--- src/sv/assert_macros.svh ---
// Assertion macros used by the converter's RTL.
// Define ASSERT_OFF to compile every assertion away.
`ifndef ASSERT_MACROS_SVH
`define ASSERT_MACROS_SVH

`ifndef ASSERT_OFF

// Clocked assertion, switched off while reset is held.
`define ASSERT_CLK(lbl, clk, rst_n, prop) \
    lbl: assert property (@(posedge clk) disable iff (!rst_n) prop) \
        else $error("hsv converter assertion failed");

// Clocked assertion that is also checked across reset.
`define ASSERT_RST(lbl, clk, prop) \
    lbl: assert property (@(posedge clk) prop) \
        else $error("hsv converter reset assertion failed");

`else

`define ASSERT_CLK(lbl, clk, rst_n, prop)
`define ASSERT_RST(lbl, clk, prop)

`endif

`endif

--- src/sv/hsv_pkg.sv ---
package hsv_pkg;

    // Field widths.
    localparam int HUE_W  = 16;
    localparam int SAT_W  = 17;
    localparam int H_W    = 15;   // wrapped hue, below one full turn
    localparam int REM_W  = 12;   // position within a sector
    localparam int P_W    = 29;   // saturation times a sector position
    localparam int M_W    = 28;   // channel multiplier, 1.0 is 65536 * 3840
    localparam int VM_W   = 45;   // brightness times multiplier
    localparam int SUM_W  = VM_W + 5;
    localparam int CH_W   = 8;
    localparam int CH_LSB = 40;   // 255 / 3840 = 17 / 256, so 17 * vm >> 40

    // Pipeline layout.
    localparam int NUM_STG  = 6;
    localparam int STG_WRAP = 0;
    localparam int STG_SECT = 1;
    localparam int STG_PROD = 2;
    localparam int STG_MIX  = 3;
    localparam int STG_MUL  = 4;
    localparam int STG_OUT  = 5;

    // Channel lanes.
    localparam int NUM_LANE = 4;
    localparam int LANE_V   = 0;
    localparam int LANE_P   = 1;
    localparam int LANE_Q   = 2;
    localparam int LANE_T   = 3;

    // Constants.
    localparam int                       SECTOR_UNITS = 3840;
    localparam logic signed [HUE_W:0]    HUE_TURN     = 17'sd23040;
    localparam logic [SAT_W-1:0]         SAT_ONE      = 17'h10000;
    localparam logic [REM_W-1:0]         SECTOR_LEN   = 12'd3840;
    localparam logic [M_W-1:0]           M_ONE        = 28'd251658240;
    localparam logic [CH_W-1:0]          ALPHA_OPAQUE = 8'hFF;

    typedef enum logic [2:0] {
        SEC_R_Y = 3'd0,
        SEC_Y_G = 3'd1,
        SEC_G_C = 3'd2,
        SEC_C_B = 3'd3,
        SEC_B_M = 3'd4,
        SEC_M_R = 3'd5
    } t_sector;

    typedef logic [NUM_STG-1:0] t_stg_vec;

    typedef struct packed {
        t_stg_vec en;
        t_stg_vec vld;
    } t_pipe_ctl;

    typedef logic [NUM_LANE-1:0][VM_W-1:0] t_vm_vec;

endpackage

--- src/sv/hsv_ctrl.sv ---
module hsv_ctrl (
    input  logic               i_clk,
    input  logic               i_rst_n,
    input  logic               i_valid,
    input  logic               i_stall,
    output logic               o_stall,
    output logic               o_valid,
    output hsv_pkg::t_pipe_ctl o_ctl
);
    import hsv_pkg::*;

    `include "assert_macros.svh"

    t_stg_vec r_vld;
    t_stg_vec n_vld;
    t_stg_vec w_en;
    logic     w_in_acc;
    logic     w_out_acc;

    // A stage moves when it is empty or when the stage after it moves.
    always_comb begin
        w_en[NUM_STG-1] = !r_vld[NUM_STG-1] || !i_stall;
        for (int i = NUM_STG - 2; i >= 0; i--) begin
            w_en[i] = !r_vld[i] || w_en[i+1];
        end
        n_vld = r_vld;
        for (int i = 0; i < NUM_STG; i++) begin
            if (w_en[i]) begin
                n_vld[i] = (i == 0) ? i_valid : r_vld[(i == 0) ? 0 : i - 1];
            end
        end
    end

    always_ff @(posedge i_clk) begin
        if (!i_rst_n) begin
            r_vld <= '0;
        end else begin
            r_vld <= n_vld;
        end
    end

    assign w_in_acc  = i_valid && w_en[0];
    assign w_out_acc = r_vld[NUM_STG-1] && !i_stall;

    assign o_stall   = !w_en[0];
    assign o_valid   = r_vld[NUM_STG-1];
    assign o_ctl.en  = w_en;
    assign o_ctl.vld = r_vld;

    `ASSERT_RST(a_rst_empty, i_clk, !i_rst_n |=> (r_vld == '0))
    `ASSERT_CLK(a_stall_full, i_clk, i_rst_n, o_stall |-> ((&r_vld) && i_stall))
    `ASSERT_CLK(a_count, i_clk, i_rst_n, 1'b1 |=> ($countones(r_vld) == $past($countones(r_vld)) + $past(int'(w_in_acc)) - $past(int'(w_out_acc))))

endmodule

--- src/sv/hsv_sector.sv ---
module hsv_sector (
    input  logic                       i_clk,
    input  hsv_pkg::t_pipe_ctl         i_ctl,
    input  logic signed [15:0]         i_hue,
    input  logic [16:0]                i_saturation,
    input  logic [16:0]                i_brightness,
    output hsv_pkg::t_sector           o_sector,
    output logic [hsv_pkg::REM_W-1:0]  o_rem,
    output logic [hsv_pkg::SAT_W-1:0]  o_sat,
    output logic [hsv_pkg::SAT_W-1:0]  o_val
);
    import hsv_pkg::*;

    logic [H_W-1:0]          r_h,    n_h;
    logic [SAT_W-1:0]        r_sat0, n_sat0;
    logic [SAT_W-1:0]        r_val0, n_val0;
    t_sector                 r_sec,  n_sec;
    logic [REM_W-1:0]        r_rem,  n_rem;
    logic [SAT_W-1:0]        r_sat1;
    logic [SAT_W-1:0]        r_val1;
    logic signed [HUE_W:0]   w_hue_x;
    logic signed [HUE_W:0]   w_hw;
    logic [H_W-1:0]          w_base;

    // Wrap the hue into one turn; values above 1.0 saturate.
    always_comb begin
        w_hue_x = {i_hue[HUE_W-1], i_hue};
        if (w_hue_x < -HUE_TURN) begin
            w_hw = w_hue_x + HUE_TURN + HUE_TURN;
        end else if (w_hue_x < 0) begin
            w_hw = w_hue_x + HUE_TURN;
        end else if (w_hue_x >= HUE_TURN) begin
            w_hw = w_hue_x - HUE_TURN;
        end else begin
            w_hw = w_hue_x;
        end
        n_h    = w_hw[H_W-1:0];
        n_sat0 = (i_saturation > SAT_ONE) ? SAT_ONE : i_saturation;
        n_val0 = (i_brightness > SAT_ONE) ? SAT_ONE : i_brightness;
    end

    // Sector by five parallel compares against the sector boundaries.
    always_comb begin
        n_sec  = SEC_R_Y;
        w_base = '0;
        for (int k = 1; k < 6; k++) begin
            if (r_h >= H_W'(k * SECTOR_UNITS)) begin
                n_sec  = t_sector'(3'(k));
                w_base = H_W'(k * SECTOR_UNITS);
            end
        end
        n_rem = REM_W'(r_h - w_base);
    end

    always_ff @(posedge i_clk) begin
        if (i_ctl.en[STG_WRAP]) begin
            r_h    <= n_h;
            r_sat0 <= n_sat0;
            r_val0 <= n_val0;
        end
        if (i_ctl.en[STG_SECT]) begin
            r_sec  <= n_sec;
            r_rem  <= n_rem;
            r_sat1 <= r_sat0;
            r_val1 <= r_val0;
        end
    end

    assign o_sector = r_sec;
    assign o_rem    = r_rem;
    assign o_sat    = r_sat1;
    assign o_val    = r_val1;

endmodule

--- src/sv/hsv_mult.sv ---
module hsv_mult (
    input  logic                       i_clk,
    input  hsv_pkg::t_pipe_ctl         i_ctl,
    input  hsv_pkg::t_sector           i_sector,
    input  logic [hsv_pkg::REM_W-1:0]  i_rem,
    input  logic [hsv_pkg::SAT_W-1:0]  i_sat,
    input  logic [hsv_pkg::SAT_W-1:0]  i_val,
    output hsv_pkg::t_sector           o_sector,
    output hsv_pkg::t_vm_vec           o_vm
);
    import hsv_pkg::*;

    // Stage products: saturation times sector position.
    t_sector             r_sec2, r_sec3, r_sec4;
    logic [SAT_W-1:0]    r_val2, r_val3;
    logic [P_W-1:0]      r_pp,   n_pp;
    logic [P_W-1:0]      r_pq,   n_pq;
    logic [P_W-1:0]      r_pt,   n_pt;
    logic [M_W-1:0]      r_mp,   n_mp;
    logic [M_W-1:0]      r_mq,   n_mq;
    logic [M_W-1:0]      r_mt,   n_mt;
    t_vm_vec             r_vm,   n_vm;
    logic [REM_W-1:0]    w_cmp;

    always_comb begin
        w_cmp = SECTOR_LEN - i_rem;
        n_pp  = P_W'(SAT_ONE - i_sat) * P_W'(SECTOR_LEN);
        n_pq  = P_W'(i_sat) * P_W'(i_rem);
        n_pt  = P_W'(i_sat) * P_W'(w_cmp);
    end

    always_comb begin
        n_mp = r_pp[M_W-1:0];
        n_mq = M_W'(P_W'(M_ONE) - r_pq);
        n_mt = M_W'(P_W'(M_ONE) - r_pt);
    end

    always_comb begin
        n_vm[LANE_V] = VM_W'(r_val3) * VM_W'(M_ONE);
        n_vm[LANE_P] = VM_W'(r_val3) * VM_W'(r_mp);
        n_vm[LANE_Q] = VM_W'(r_val3) * VM_W'(r_mq);
        n_vm[LANE_T] = VM_W'(r_val3) * VM_W'(r_mt);
    end

    always_ff @(posedge i_clk) begin
        if (i_ctl.en[STG_PROD]) begin
            r_sec2 <= i_sector;
            r_val2 <= i_val;
            r_pp   <= n_pp;
            r_pq   <= n_pq;
            r_pt   <= n_pt;
        end
        if (i_ctl.en[STG_MIX]) begin
            r_sec3 <= r_sec2;
            r_val3 <= r_val2;
            r_mp   <= n_mp;
            r_mq   <= n_mq;
            r_mt   <= n_mt;
        end
        if (i_ctl.en[STG_MUL]) begin
            r_sec4 <= r_sec3;
            r_vm   <= n_vm;
        end
    end

    assign o_sector = r_sec4;
    assign o_vm     = r_vm;

endmodule

--- src/sv/hsv_pack.sv ---
module hsv_pack (
    input  logic               i_clk,
    input  hsv_pkg::t_pipe_ctl i_ctl,
    input  hsv_pkg::t_sector   i_sector,
    input  hsv_pkg::t_vm_vec   i_vm,
    output logic [31:0]        o_packed_color
);
    import hsv_pkg::*;

    logic [NUM_LANE-1:0][CH_W-1:0] w_ch;
    logic [SUM_W-1:0]              w_sum [NUM_LANE];
    logic [CH_W-1:0]               w_r, w_g, w_b;
    logic [31:0]                   r_color, n_color;

    // 255 / 3840 reduces to 17 / 256: 17 * vm is a shift and an add.
    always_comb begin
        for (int l = 0; l < NUM_LANE; l++) begin
            w_sum[l] = (SUM_W'(i_vm[l]) << 4) + SUM_W'(i_vm[l]);
            w_ch[l]  = w_sum[l][CH_LSB +: CH_W];
        end
    end

    always_comb begin
        case (i_sector)
            SEC_R_Y: begin w_r = w_ch[LANE_V]; w_g = w_ch[LANE_T]; w_b = w_ch[LANE_P]; end
            SEC_Y_G: begin w_r = w_ch[LANE_Q]; w_g = w_ch[LANE_V]; w_b = w_ch[LANE_P]; end
            SEC_G_C: begin w_r = w_ch[LANE_P]; w_g = w_ch[LANE_V]; w_b = w_ch[LANE_T]; end
            SEC_C_B: begin w_r = w_ch[LANE_P]; w_g = w_ch[LANE_Q]; w_b = w_ch[LANE_V]; end
            SEC_B_M: begin w_r = w_ch[LANE_T]; w_g = w_ch[LANE_P]; w_b = w_ch[LANE_V]; end
            default: begin w_r = w_ch[LANE_V]; w_g = w_ch[LANE_P]; w_b = w_ch[LANE_Q]; end
        endcase
        n_color = {ALPHA_OPAQUE, w_r, w_g, w_b};
    end

    always_ff @(posedge i_clk) begin
        if (i_ctl.en[STG_OUT]) begin
            r_color <= n_color;
        end
    end

    assign o_packed_color = r_color;

endmodule

--- src/sv/hsv_to_rgba_converter.sv ---
// Channel   Direction  Handshake             Payload
// input     in         i_valid / o_stall     i_hue, i_saturation, i_brightness
// output    out        o_valid / i_stall     o_packed_color
//
// A beat accepted at a rising edge passes through the six register stages
// before o_valid rises for it and it can leave. One beat is accepted every
// cycle while o_stall is low.
// Reset (i_rst_n low at a rising edge) clears only the stage valid bits.
// A stall on the output holds each full stage with no empty stage after it;
// empty stages still fill, so o_stall rises only once all six stages hold a beat.

module hsv_to_rgba_converter (
    input  logic               i_clk,
    input  logic               i_rst_n,
    input  logic               i_valid,
    output logic               o_stall,
    input  logic signed [15:0] i_hue,
    input  logic [16:0]        i_saturation,
    input  logic [16:0]        i_brightness,
    output logic               o_valid,
    input  logic               i_stall,
    output logic [31:0]        o_packed_color
);
    import hsv_pkg::*;

    t_pipe_ctl          w_ctl;
    t_sector            w_sec_a;
    t_sector            w_sec_b;
    logic [REM_W-1:0]   w_rem;
    logic [SAT_W-1:0]   w_sat;
    logic [SAT_W-1:0]   w_val;
    t_vm_vec            w_vm;

    // The controller holds a valid bit per stage and works out which stages
    // may load this cycle; the datapath registers follow those enables.
    hsv_ctrl u_ctrl (
        .i_clk   (i_clk),
        .i_rst_n (i_rst_n),
        .i_valid (i_valid),
        .i_stall (i_stall),
        .o_stall (o_stall),
        .o_valid (o_valid),
        .o_ctl   (w_ctl)
    );

    // Stages one and two: the hue is wrapped into a single turn and the
    // saturation and brightness are clamped at 1.0, then the hue is split
    // into a sector number and the position within that sector.
    hsv_sector u_sector (
        .i_clk        (i_clk),
        .i_ctl        (w_ctl),
        .i_hue        (i_hue),
        .i_saturation (i_saturation),
        .i_brightness (i_brightness),
        .o_sector     (w_sec_a),
        .o_rem        (w_rem),
        .o_sat        (w_sat),
        .o_val        (w_val)
    );

    // Stages three to five: saturation products, the p, q and t multipliers,
    // and then brightness times each multiplier, all kept exact.
    hsv_mult u_mult (
        .i_clk    (i_clk),
        .i_ctl    (w_ctl),
        .i_sector (w_sec_a),
        .i_rem    (w_rem),
        .i_sat    (w_sat),
        .i_val    (w_val),
        .o_sector (w_sec_b),
        .o_vm     (w_vm)
    );

    // Stage six: scaling to eight bits per channel, the six-way sector
    // selection and packing with opaque alpha into the output register.
    hsv_pack u_pack (
        .i_clk          (i_clk),
        .i_ctl          (w_ctl),
        .i_sector       (w_sec_b),
        .i_vm           (w_vm),
        .o_packed_color (o_packed_color)
    );

endmodule
--- config.mk ---
export PLATFORM = sky130hd
export DESIGN_NAME = hsv_to_rgba_converter
export DESIGN_NICKNAME = d
export VERILOG_FILES = /design/src/sv/hsv_pkg.sv /design/src/sv/hsv_ctrl.sv /design/src/sv/hsv_sector.sv /design/src/sv/hsv_mult.sv /design/src/sv/hsv_pack.sv /design/src/sv/hsv_to_rgba_converter.sv
export VERILOG_INCLUDE_DIRS = /design/src /design/src/sv
export SDC_FILE = /design/constraint.sdc
export NUM_CORES = 2
export LEC_CHECK = 0
export BUFFER_PORTS_ARGS = -buffer_cell sky130_fd_sc_hd__buf_2
export CAP_MARGIN = 20
export CORE_AREA = 2 2 361 328
export DETAILED_ROUTE_END_ITERATION = 12
export DIE_AREA = 0 0 363 330
export PLACE_DENSITY = 0.87
export SETUP_SLACK_MARGIN = 0.05
export SKIP_LAST_GASP = 1
export SLEW_MARGIN = 5
export SYNTH_ARGS = -nofsm -noshare
export SYNTH_HDL_FRONTEND = slang
export SYNTH_HIERARCHICAL = 1
export SYNTH_SLANG_ARGS = --single-unit
export TNS_END_PERCENT = 10
--- constraint.sdc ---
create_clock -name i_clk -period 12.85 [get_ports i_clk]
set_input_delay 2.57 -clock i_clk [delete_from_list [all_inputs] [get_ports i_clk]]
set_output_delay 2.57 -clock i_clk [all_outputs]
set_load 0.005 [all_outputs]
[Word-level counts from Yosys, hierarchy flattened]
Index checks and enable logic that the tools add are counted.
Storage, ports and cells
  register bits after elaboration: 479
  bits of input ports: 54
  word-level logic and storage cells: 98
Operators by class
  $add $sub $neg: 12
  multipliers: 7
  order comparisons: 10
  eq/ne operators: 4
  mux-type cells: 15
  reductions and logical operators: 20
Operators by type and width (count)
  48-bit by 45-bit adder with 48-bit output: 4
  17-bit by 28-bit multiplier with 45-bit output: 2
  8-bit case mux with 3 select lines: 3
  12-bit two-way mux: 5
  17-bit by 12-bit multiplier with 28-bit output: 2
  28-bit subtractor, first input constant: 2
  15-bit two-way mux: 3
  17-bit by 20-bit multiplier with 37-bit output: 1
  17-bit greater-than comparator, second input constant: 2
  15-bit adder, second input constant: 2
  15-bit by 14-bit >= comparator with 1-bit output, second input constant: 2
  29-bit by 4-bit multiplier with 20-bit output, second input constant: 1
  17-bit by 4-bit multiplier with 21-bit output, second input constant: 1
  17-bit by 17-bit subtractor with 18-bit output, first input constant: 1
  16-bit >= comparator, second input constant: 1
  16-bit by 1-bit less-than comparator with 1-bit output, second input constant: 1
  16-bit less-than comparator, second input constant: 1
  15-bit by 12-bit >= comparator with 1-bit output, second input constant: 1
  15-bit by 13-bit >= comparator with 1-bit output, second input constant: 1
  15-bit >= comparator, second input constant: 1
  15-bit subtractor, second input constant: 1
  12-bit subtractor: 1
  12-bit subtractor, first input constant: 1
  2-bit OR reduction: 5
  other kinds (8): 23

[Depth between registers and ports, before layout]
  word-level depth: 8
  depth in mapped cells: 28
  gate-level depth less buffers: 25

[Hierarchy]
Netlist, hierarchy kept.
Modules (own cells, without submodules)
  hsv_mult: times used 1, cells an instance 7298, area an instance 68438.1 um2, sequential area each 10209.8 um2
  hsv_pack: times used 1, cells an instance 1055, area an instance 7935.1 um2, sequential area each 720.7 um2
  hsv_sector: times used 1, cells an instance 265, area an instance 4068.9 um2, sequential area each 2942.8 um2
  hsv_ctrl: times used 1, cells an instance 27, area an instance 249.0 um2, sequential area each 120.1 um2

[Worst setup path before layout]
No wires, ideal clock.
  path type: input to register
  from: in i_stall
  to: reg u_mult.r_sec4[0], in the netlist u_mult/o_sector[0], enable pin
  setup time: 1653 ps
  data arrival time: 5995 ps
  setup slack: 5201 ps
  stages on the path: 1
  path buffers: 0
  cells stage by stage: nand3_1
Between the ends
  longest elaborated chain between the ends: 3
Ends and longest elaborated chain
  from (decl): line hsv_to_rgba_converter.sv:21  | input logic i_stall,
  1-bit zero test: line hsv_ctrl.sv:22  | w_en[NUM_STG-1] = !r_vld[NUM_STG-1] || !i_stall;
  1-bit logical OR: line hsv_ctrl.sv:22
  1-bit logical OR: line hsv_ctrl.sv:24  | w_en[i] = !r_vld[i] || w_en[i+1];
  to (signal assigned): line hsv_mult.sv:61  | r_sec4 <= r_sec3;
  to (decl): line hsv_mult.sv:14  | t_sector r_sec2, r_sec3, r_sec4;
No other way between the ends.
A chain may end at the register's enable or synchronous reset.

==> reports/results.ini <==
[sta]
setup_repair_after_global_routing_missed_its_margin = false
setup-tns-final_ps = 0
worst-slew-pin-transition_ps = 1169
report.final.slew_viol_count = 0
finalHoldViolCount = 0
timing.fmax_mhz = 118.3
rel_slew_slack_pct = 22.10
final.setup_skew_ps = 61.54
post-route-min-period_ps = 8454
fin_crit_sh_pct = 65.79
finalSetupViolations = 0

[worst_setup_path]
critical-path-max-stage-delay_ps = 1090
crit_chain = buf_4 -> nand2_1 -> fa_1 -> inv_1 -> fa_1 -> inv_1 -> fa_1 -> inv_1 -> fa_1 -> inv_1 -> fa_1 -> inv_1 -> fa_1 -> ha_1 -> and4_1 -> nand2_1 -> o311ai_1 -> nand3_1 -> o31ai_1 -> a21boi_1 -> o21bai_1 -> xor2_1
crit_slowest_cell = sky130_fd_sc_hd__edfxtp_1
critical_path.startpoint_type = flip-flop
worst_r2r_path_depth = 22
crit_top_cell = sky130_fd_sc_hd__fa_1
regToRegStartpoint = u_mult/r_val3[3]
arrival_time_at_the_worst_endpoint_ps = 8870
timing.rr.end = u_mult/o_vm[82]
ff2ff_setup_slack_ps = 4400
critical_path.endpoint_type = flip-flop
criticalPathCategory = reg -> reg
crit_fanout = 60
critical_path_required_ps = 13260

[clock_network]
cts_buffers = 52
tritoncts = built
numClockSinks = 468
cts-resized-gates = 0
cts.root.buffer_cell = sky130_fd_sc_hd__clkbuf_16
clock_insertion_delay_at_the_later_pin_of_the_skew_report_ps = 680
cts_hold_buf = 0
clkSlewWorstSetupHoldPaths_ps = 70
cts.repair_timing.setup_buffer_count = 0
clock_tree.htree_level_count = 2
clockBufferDepth = 3

[routing]
drt-pass1-iter-count = 8
drc_errors = 0
first_iter_violations = 5727
totalWireLength_mm = 200.3
vias_per_cell = 6.018
routed_wire_length_per_instance_microns = 19.99
remaining_antenna_violation_count_after_routing = 0
dr_total_vias = 60300

[hold_path]
whs_path_depth = 0
worst_hold_path_endpoint = u_mult/r_val2[4]
timing.hold.worst.start = u_sector/o_val[4]
hold_path_class = reg -> reg

[place]
gp_weighted_congestion = 0.9498
numPortBuffers = 79
dp.final_hpwl_mm = 151.7
dpl-instance-area_sq_um = 81870

[job]
cap_violations = 0

[run_status]
outcome = complete, no violations

[logic_synthesis]
synth.cell_area_sq_um = 80680
ys_warn_count = 6
avgSynthCellArea_sq_um = 9.334
synthCells = 8644

[die]
die_x_microns = 363
die-height_microns = 330
rows = 119
starting_density_of_the_core_pct = 69.56
floorplan.die_area_sq_um = 119800
core_area_sq_um = 116000
num_io_pins = 88

[final_layout]
area_growth_syn_to_layout_pct = 3.807
final_cell_area_sq_um = 83760
finalNetCount = 10620
drive_gt1_share_pct = 3.491

[global_routing]
grt_start_max_net_pins = 69
grt_most_used_layer = met2
use_met1_pct = 45.98
globalRouteMet2Util_pct = 54.04
global_route_track_usage_on_met3_pct = 9.030
number_of_global_route_vias_before_repair = 63940
global_route.overflow_total = 0
track_usage_pct = 34.49
wire_length_of_the_first_global_routing_pass_mm = 327.4
antenna_found_initial = 2

[area by class of cell]
type                       count  area (sq um)
timing repair buffer         143         955.9
fill                        7935         32230
sequential                   468         13990
clock buffer                  59          1328
inverter                    1796          6746
clock inverter                37         442.9
tap                         1512          1892
multi-input combinational   6004         58390
antenna                        1         2.502
[flip-flops by register name, indices dropped and copies added (netlist names), 17 cells and up]
name and count:
u_mult/r_pq 28, u_mult/o_vm 147, u_sector/o_sat 17, u_mult/r_val3 17, u_mult/r_pt 27, u_mult/r_mq 28
u_sector/r_val0 17, u_sector/o_val 17, u_mult/r_val2 17, u_mult/r_mt 27, u_mult/r_mp 20, u_pack/o_packed_color 24
u_sector/r_sat0 17, u_mult/r_pp 20
[critical path: cells and delay by family (launching register included)]
kind	cells	cell delay (ps)
adder cells (fa/ha/maj)	7	3420
XOR/XNOR	1	90
buffers and inverters	6	1130
AND/OR/NAND/NOR	4	770
flip-flops	1	1090
AO/OA/AOI/OAI	4	1650
[worst max-delay path by stage]
stage | start | to | slack, ps | depth (start not counted)
6_report | u_mult/r_val3[3] | u_mult/o_vm[82] | 4400 | 22
2_1_floorplan | i_stall | u_mult/o_sector[0] | 5200 | 1
3_3_place_gp | u_sector/o_rem[4] | u_mult/r_pt[26] | 4730 | 23
3_5_place_dp | u_sector/o_rem[4] | u_mult/r_pt[26] | 4540 | 24
4_1_cts | u_sector/o_rem[4] | u_mult/r_pt[26] | 4470 | 24
5_1_grt | u_sector/o_rem[4] | u_mult/r_pt[26] | 4030 | 24
[cell usage in the layout (no fill, tap or decap), types with 29 or more instances in the layout]
master	n
sky130_fd_sc_hd__nand2_1	1401
sky130_fd_sc_hd__and2_1	503
sky130_fd_sc_hd__o21ai_0	164
sky130_fd_sc_hd__a21o_1	130
sky130_fd_sc_hd__o21a_1	58
sky130_fd_sc_hd__xor2_1	86
sky130_fd_sc_hd__nor2b_1	61
sky130_fd_sc_hd__a211oi_1	41
sky130_fd_sc_hd__fa_1	1409
sky130_fd_sc_hd__clkbuf_16	52
sky130_fd_sc_hd__inv_1	1791
sky130_fd_sc_hd__nor3_1	73
sky130_fd_sc_hd__buf_4	60
sky130_fd_sc_hd__xnor2_1	200
sky130_fd_sc_hd__nor2_1	194
sky130_fd_sc_hd__o211ai_1	35
sky130_fd_sc_hd__o21bai_1	29
sky130_fd_sc_hd__and3_1	38
sky130_fd_sc_hd__nand3_1	98
sky130_fd_sc_hd__ha_1	695
sky130_fd_sc_hd__nand4_1	39
sky130_fd_sc_hd__edfxtp_1	462
sky130_fd_sc_hd__conb_1	40
sky130_fd_sc_hd__buf_2	79
sky130_fd_sc_hd__a21oi_1	298
sky130_fd_sc_hd__nor4_1	29
[per-layer routing]
metal	vias up	part of all wire, %	wire, microns
met2	3539	45	89820
met3	626	12	24550
met5	-	0.010	20
met4	4	4.9	9771
li1	26560	-	-
met1	29570	38	76180
[per-stage QoR]
step | instances | worst slack (ps) | hold WS (ps) | utilization [%]
after floorplan | 8682 | 5201 | 400.3 | -
after global placement | 9918 | 4727 | 400.8 | 70.58
after detailed placement | 9919 | 4543 | 404.5 | 70.59
after CTS | 10020 | 4466 | 412.6 | 72.11
after global routing | 10020 | 4025 | 422.1 | 72.21
final | 10020 | 4396 | 410.4 | 72.21
Power is left out: the tool's default activity adds up to more than one toggle a clock period on the data nets, which glitch-free logic cannot reach.
